--- src/rtl/dmcl_pkg.sv ---
package dmcl_pkg;

  localparam int ADDR_WIDTH  = 32;
  localparam int TAG_W       = 32;
  localparam int IDX_W       = 10;
  localparam int OFF_W       = 16;
  localparam int CNT_W       = 32;
  localparam int OB_W        = 5;
  localparam int IB_W        = 4;
  localparam int CFG_W       = 5;
  localparam int CFG_IDX_W   = 1;
  localparam int OUT_DATA_W  = 128;
  localparam int OUT_PAD_W   = OUT_DATA_W - (TAG_W + IDX_W + OFF_W + 2 * CNT_W);
  localparam int DEF_ENTRIES = 1024;

  localparam logic [OB_W-1:0] OFFSET_MAX = OB_W'(16);
  localparam logic [IB_W-1:0] INDEX_MAX  = IB_W'(10);

  localparam logic [OB_W-1:0] OFFSET_RESET = OB_W'(4);
  localparam logic [IB_W-1:0] INDEX_RESET  = IB_W'(10);

  localparam logic [CFG_IDX_W-1:0] REG_OFFSET_BITS = 1'b0;
  localparam logic [CFG_IDX_W-1:0] REG_INDEX_BITS  = 1'b1;

  typedef struct packed {
    logic clear;
    logic load;
    logic split;
    logic slot;
    logic read;
    logic commit;
  } cmd_t;

  typedef struct packed {
    logic clear_done;
    logic out_free;
  } status_t;

endpackage

--- src/rtl/dmcl_ctrl.sv ---
module dmcl_ctrl
  import dmcl_pkg::*;
(
  input  logic    clk,
  input  logic    rst,
  input  logic    s_tvalid,
  output logic    s_tready,
  input  status_t st,
  output cmd_t    cmd
);

  localparam logic [2:0] S_CLEAR = 3'd0;
  localparam logic [2:0] S_IDLE  = 3'd1;
  localparam logic [2:0] S_SPLIT = 3'd2;
  localparam logic [2:0] S_SLOT  = 3'd3;
  localparam logic [2:0] S_READ  = 3'd4;
  localparam logic [2:0] S_CMP   = 3'd5;

  logic [2:0] state;
  logic [2:0] state_next;

  always_ff @(posedge clk) begin
    if (rst) begin
      state <= S_CLEAR;
    end else begin
      state <= state_next;
    end
  end

  assign s_tready = (state == S_IDLE);

  always_comb begin
    state_next = state;
    cmd        = '0;
    unique case (state)
      S_CLEAR: begin
        cmd.clear = 1'b1;
        if (st.clear_done) begin
          state_next = S_IDLE;
        end
      end
      S_IDLE: begin
        if (s_tvalid) begin
          cmd.load   = 1'b1;
          state_next = S_SPLIT;
        end
      end
      S_SPLIT: begin
        cmd.split  = 1'b1;
        state_next = S_SLOT;
      end
      S_SLOT: begin
        cmd.slot   = 1'b1;
        state_next = S_READ;
      end
      S_READ: begin
        cmd.read   = 1'b1;
        state_next = S_CMP;
      end
      S_CMP: begin
        if (st.out_free) begin
          cmd.commit = 1'b1;
          state_next = S_IDLE;
        end
      end
      default: begin
        state_next = S_CLEAR;
      end
    endcase
  end

endmodule

--- config.mk ---
export PLATFORM = sky130hd
export DESIGN_NAME = dmcl_ctrl
export DESIGN_NICKNAME = d
export VERILOG_FILES = /design/src/rtl/dmcl_pkg.sv /design/src/rtl/dmcl_ctrl.sv
export SDC_FILE = /design/constraint.sdc
export NUM_CORES = 1
export LEC_CHECK = 0
export ABC_AREA = 1
export BUFFER_PORTS_ARGS = -buffer_cell sky130_fd_sc_hd__buf_2
export CORE_AREA = 2 2 39 41
export DETAILED_ROUTE_END_ITERATION = 6
export DIE_AREA = 0 0 41 43
export PLACE_DENSITY = 0.41
export REMOVE_ABC_BUFFERS = 1
export SYNTH_ARGS = -nofsm -noshare
export SYNTH_HDL_FRONTEND = slang
export SYNTH_SLANG_ARGS = --single-unit
--- constraint.sdc ---
create_clock -name clk -period 0.92 [get_ports clk]
set_input_delay 0.23 -clock clk [delete_from_list [all_inputs] [get_ports clk]]
set_output_delay 0.23 -clock clk [all_outputs]
set_load 0.005 [all_outputs]
Word-level counts from Yosys, hierarchy flattened
Cells that the tools add are included.

Input bits: 5. Output and inout port bits: 7. Register bits after elaboration: 3.

Mux-type cells: 12. Reduce and logical (&&, ||, !) cells: 2. Equality and inequality tests: 8.

Operator list (number): 3-bit one-hot mux with 6 select lines (1); 3-bit two-way mux (3); 1-bit two-way mux (8); 3-bit by 2-bit == test with 1-bit output (second input constant) (2); 3-bit == test (second input constant) (2); 2-bit inequality test (second input constant) (3); 3-bit by 1-bit == test with 1-bit output (second input constant) (1); 3-bit zero test (1); 3-bit AND reduction (1).

Logic depth before layout (Yosys ltp)
Gate-level depths: netlist of the first run.

Depth after elaboration: 3. Gate-level depth with buffers: 6.

Worst setup path after synthesis of the first run
Ideal clock, no wire load.

Path kind: reg-to-output. From: register state[0]. To: output port cmd[4] (netlist bit). Stages on the path, launching flop included: 5. Slack: -35 ps. Arrival: 725 ps. Data required time: 690 ps. Cell sequence: dfxtp_1 -> inv_2 -> nor2_2 -> nand2_1 -> nor2_1.

RTL lines: from (decl) (line dmcl_ctrl.sv:19) `logic [2:0] state;`; from (signal assigned) (line dmcl_ctrl.sv:26) `state <= state_next;`; to (decl) (line dmcl_ctrl.sv:9) `output cmd_t cmd`.

==> results of run 1 <==
## through the flow
stage | worst slack, ns | utilization
2_1_floorplan | -0.0354 | -
3_3_place_gp | -0.167 | 0.232
3_5_place_dp | -0.178 | 0.232
4_1_cts | -0.333 | 0.294
5_1_grt | -0.373 | 0.315
6_report | -0.298 | 0.315
## how the worst max path moves through the flow
stage | endpoint | slack (ns) | cells past startpoint
after global routing | cmd[4] | -0.37 | 5
after floorplan | cmd[4] | -0.04 | 4
after detailed placement | cmd[4] | -0.18 | 5
final | cmd[4] | -0.30 | 5
after CTS | cmd[1] | -0.33 | 4
after global placement | cmd[4] | -0.17 | 5
## synth_stat cells (all sizes together)
library cell  number
nor2              10
inv                9
nand2              4
nor3               4
dfxtp              3
nand3              3
a21oi              2
## report_power, final
group | switching [mW] | internal, mW | total, mW
combinational | 0.111 | 0.111 | 0.222
sequential | 0.0274 | 0.144 | 0.172
clock | 0.0622 | 0.162 | 0.224
total | 0.201 | 0.417 | 0.618
## routing by layer
metal,vias to the layer above,global-route usage
met4,0,0.100
met5,-,0
met2,7,0.119
met1,116,0.0962
met3,0,0.0157
li1,150,-
## cell type report
type	instances	area, sq um
Timing Repair Buffer	18	111
Tap cell	16	20.0
Multi-Input combinational cell	23	168
Clock buffer	4	26.3
Inverter	9	38.8
Fill cell	155	948
Sequential cell	3	71.3
## worst max-delay path, cell delays in order, from the launching register on
cell	delay (ns)
dfxtp_4	0.37
inv_4	0.05
nor2_4	0.09
nand2_2	0.06
nor2_1	0.08
buf_2	0.11
## what timing repair did
| action | 4_1_cts | 5_1_grt |
|---|---|---|
| pin swaps | 4 | 1 |
| setup buffers | 2 | 1 |
| setup endpoints to repair | 10 | 10 |
| hold buffers | 0 | 0 |
| gates resized for setup | 15 | 5 |
## logic make-up after synthesis
group	after synthesis	synth area share
AND/OR/NAND/NOR	21	0.520
buffers and inverters	9	0.156
flip-flops	3	0.277
AO/OA/AOI/OAI	2	0.0462
==> metrics.yaml, run 1 <==
p_leak_nw: 0.218
syn_area_sq_um: 216
drt-met1-wl_um: 229
critPathKind: "reg2out"
dpl_cell_area_sq_um: 322
synth-seq-cells: 3
placed_cells: 66
hold-worst-slack_ns: 0.196
diodes: 0
routedWlPerCell_um: 8.10
die_h_um: 43
met2RoutedLength_um: 324
worst_setup_path_end_kind: "output port"
start_util: 0.156
hold_path.class: "in2reg"
port_buffers: 11
critPathLaunch: "state[0]"
clock_latency_ns: 0.23
antenna_found_initial: 0
synthCells: 35
arrival_ns: 0.99
syn_avg_cell_area_sq_um: 6.18
setup_violations: 10
final_common_cell: "buf_2"
layout_common_cells: "buf_2 (11), buf_4 (6), inv_1 (5), nor2_1 (5), nor2_2 (4)"
outcome: "finished, violations left"
finalClockSkew_ns: 0.000158
yosysWarnings: 0
reg2regPathDepth: 7
highest_layer: "met3"
met3_length_um: 36
drv_slew: 0
root_buffer: "clkbuf_4"
fin_crit_ns: 1.22
finalPower_uw: 618
fin_cells: 73
chipWidth_um: 41
period_share: 1.32
regToRegStartpoint: "state[2]"
drt_iter0_drc: 3
cp-start-kind: "flip-flop"
hold_start: "rst"
tightest_slew_ns: 0.167
hpwl_um: 451
area_growth_syn_to_layout_pct: 101
fin_setup_tns_ns: -2.31
final_nets: 63
antenna_left: 0
postLayoutCellArea_sq_um: 435
cts_made_buffers: 3
htreeDepth: 1
clk_path_buf_depth: 2
setup_ws_ns: -0.298
drc_errors: 0
slew_headroom: 0.888
largest_reg_flops: 3
rows: 14
place_congestion: 0.693
r2r_setup_slack_ns: -0.16
path_max_fanout: 4
report.final.hold_viol_count: 0
top_regs: "state (3)"
gr-total-overflow: 0
wl_um: 591
drive_gt1_frac: 0.719
clkTransAtPathRegs_ns: 0.04
clkSinkCount: 3
hold_depth: 2
regMostFlops: "state"
num_io_pins: 12
vias_per_cell: 3.74
vdd_drop_max_v: 0.000391
violations: "setup timing"
num_vias: 273
seq_area_frac_synth: 0.277
yosys.area.top_type: "dfxtp_1"
pwr_density_cell_nw_per_um2: 1420
core_area_sq_um: 1380
maxCapViolations: 0
synth.top_cell.area_share: 0.277
rsz0062_at_grt: "yes"
cts_tree: "built"
synth_area_leaders: "dfxtp_1 (28%), nor2_1 (12%), inv_1 (10%)"
grt_pass1_wl_um: 945
cp.required_ns: 0.69
yosysUniqueCellTypes: 12
dieArea_sq_um: 1760
max_freq_ghz: 0.821
min_to: "state[2]"
track_usage: 0.0863
grt_pass1_vias: 250
firstDrtPassIters: 3
rr_endpoint: "state[0]"
grt_max_degree: 8
No activity file was read; power rests on OpenSTA's default activity.
==> inputs of run 2 (changes only) <==
--- a/config.mk
+++ b/config.mk
@@ -10,7 +10,7 @@
 export CORE_AREA = 2 2 39 41
 export DETAILED_ROUTE_END_ITERATION = 6
 export DIE_AREA = 0 0 41 43
-export PLACE_DENSITY = 0.41
+export PLACE_DENSITY = 0.49
 export REMOVE_ABC_BUFFERS = 1
 export SYNTH_ARGS = -nofsm -noshare
 export SYNTH_HDL_FRONTEND = slang
==> run 2 against run 1 <==
Compared with the run above:
- fmax decreased by 3.4%
- clock power increased by 3%
- critical path type unchanged
- clock skew about the same
- critical endpoint is now cmd[3]
- register-to-register slack improved by 0.04 ns
- global-route usage decreased by 0.49 points
- non-clock buffer count increased by 1
- first-iteration DRC count decreased by 33%
- die area unchanged
- the run still ends with setup timing left
- total power increased by 2.8%
- setup slack got worse by 0.044 ns
==> metrics.yaml, run 2 (synthesized netlist as in run 1, its figures left out) <==
outcome: "finished, violations left"  # unchanged
violations: "setup timing"  # unchanged
arrival_ns: 1.03  # was 0.99 ns
max_freq_ghz: 0.793  # was 0.821 GHz
diodes: 0  # unchanged
top_regs: "state (3)"  # unchanged
vias_per_cell: 3.84  # was 3.74
dieArea_sq_um: 1760  # unchanged
drive_gt1_frac: 0.724  # was 0.719
firstDrtPassIters: 2  # was 3
maxCapViolations: 0  # unchanged
track_usage: 0.0814  # was 0.0863
final_core_util: 0.316  # was 0.315
drc_errors: 0  # unchanged
cts_made_buffers: 3  # unchanged
port_buffers: 11  # unchanged
largest_reg_flops: 3  # unchanged
chipWidth_um: 41  # unchanged
p_leak_nw: 0.230  # was 0.218 nW
die_h_um: 43  # unchanged
drt-met1-wl_um: 239  # was 229 um
final_nets: 64  # was 63
cp-start-kind: "flip-flop"  # unchanged
regMostFlops: "state"  # unchanged
critPathKind: "reg2out"  # unchanged
met2RoutedLength_um: 327  # was 324 um
clock_latency_ns: 0.23  # about the same
hold_path.class: "in2reg"  # unchanged
root_buffer: "clkbuf_4"  # unchanged
fin_crit_ns: 1.26  # was 1.22 ns
hpwl_um: 438  # was 451 um
rsz0062_at_grt: "yes"  # unchanged
path_max_fanout: 4  # unchanged
highest_layer: "met4"  # was met3
fillers: 158  # was 155
finalClockSkew_ns: 0.000254  # was 0.000158 ns
vdd_drop_max_v: 0.000448  # was 0.000391 V
fin_cells: 74  # was 73
drt_iter0_drc: 2  # was 3
setup_ws_ns: -0.342  # was -0.298 ns
drv_slew: 0  # unchanged
worst_setup_path_end_kind: "output port"  # unchanged
tightest_slew_ns: 0.151  # was 0.167 ns
clkTransAtPathRegs_ns: 0.04  # about the same
gr-total-overflow: 0  # unchanged
antenna_left: 0  # unchanged
report.final.hold_viol_count: 0  # unchanged
place_congestion: 0.741  # was 0.693
finalPower_uw: 635  # was 618 uW
pwr_density_cell_nw_per_um2: 1460  # was 1420 nW/um^2
period_share: 1.37  # was 1.32
core_area_sq_um: 1380  # unchanged
cp.required_ns: 0.69  # about the same
final_common_cell: "buf_2"  # unchanged
grt_pass1_wl_um: 821  # was 945 um
wl_um: 611  # was 591 um
area_growth_syn_to_layout_pct: 102  # was 101%
grt_pass1_vias: 223  # was 250
routedWlPerCell_um: 8.26  # was 8.10 um
cts_tree: "built"  # unchanged
num_vias: 284  # was 273
rows: 14  # unchanged
num_io_pins: 12  # unchanged
htreeDepth: 1  # unchanged
layout_common_cells: "buf_2 (10), buf_4 (6), nor2_2 (5), inv_1 (5), nor2_1 (4)"  # was buf_2 (11), buf_4 (6), inv_1 (5), nor2_1 (5), nor2_2 (4)
met3_length_um: 31  # was 36 um
start_util: 0.156  # unchanged
seq_area_sq_um: 71.3  # unchanged
antenna_found_initial: 0  # unchanged
placed_cells: 66  # unchanged
grt_max_degree: 8  # unchanged
clk_path_buf_depth: 2  # unchanged
slew_headroom: 0.899  # was 0.888
multi_input_area_sq_um: 154  # was 168 sq um
setup_violations: 10  # unchanged
clkSinkCount: 3  # unchanged
-- run 2: timing repair --
action | 4_1_cts | 5_1_grt
endpoints found under the setup margin | 10 | 10
pin swaps | 2 | 3
resized for setup | 12 | 7
hold buffers | 0 | 0
buffers inserted | 3 | 1
-- run 2: final timing paths --
path,from,depth (start not counted),to,slack [ns]
setup / recovery,state[0],3,cmd[3],-0.34
hold / removal,rst,2,state[2],0.18
setup reg to reg,state[0],5,state[1],-0.12
hold reg to reg,state[1],3,state[0],0.61
-- run 2: where the power goes --
part	internal [mW]	total [mW]	switching, mW
Clock	0.163	0.230	0.0680
Combinational	0.125	0.237	0.112
Sequential	0.144	0.167	0.0233
Total	0.432	0.635	0.204
-- run 2: final cells by class --
cell class | count | area share
Clock buffer | 4 | 0.0602
Inverter | 9 | 0.0831
Multi-Input combinational cell | 23 | 0.352
Sequential cell | 3 | 0.163
Tap cell | 16 | 0.0458
Timing Repair Buffer | 19 | 0.295
-- run 2: metrics by stage --
stage | setup slack, ns | setup TNS (ns) | hold WS (ns) | area (sq um)
final | -0.342 | -2.22 | 0.182 | 437
after CTS | -0.315 | -2.21 | 0.181 | 407
after global routing | -0.365 | -2.76 | 0.198 | 437
after detailed placement | -0.153 | -1.10 | 0.438 | 322
after global placement | -0.150 | -1.04 | 0.436 | 322
after floorplan | -0.0354 | -0.0450 | 0.299 | 216
-- run 2: layer usage --
metal  up-vias  GRT usage
li1        153          -
met1       120     0.0710
met2         9      0.109
met3         2     0.0314
met4         0      0.120
met5         -          0
-- run 2: worst max-delay path, cell delays in order, from the launching register on --
cell	delay, ns
dfxtp_4	0.35
buf_6	0.12
nor3_4	0.18
buf_2	0.14
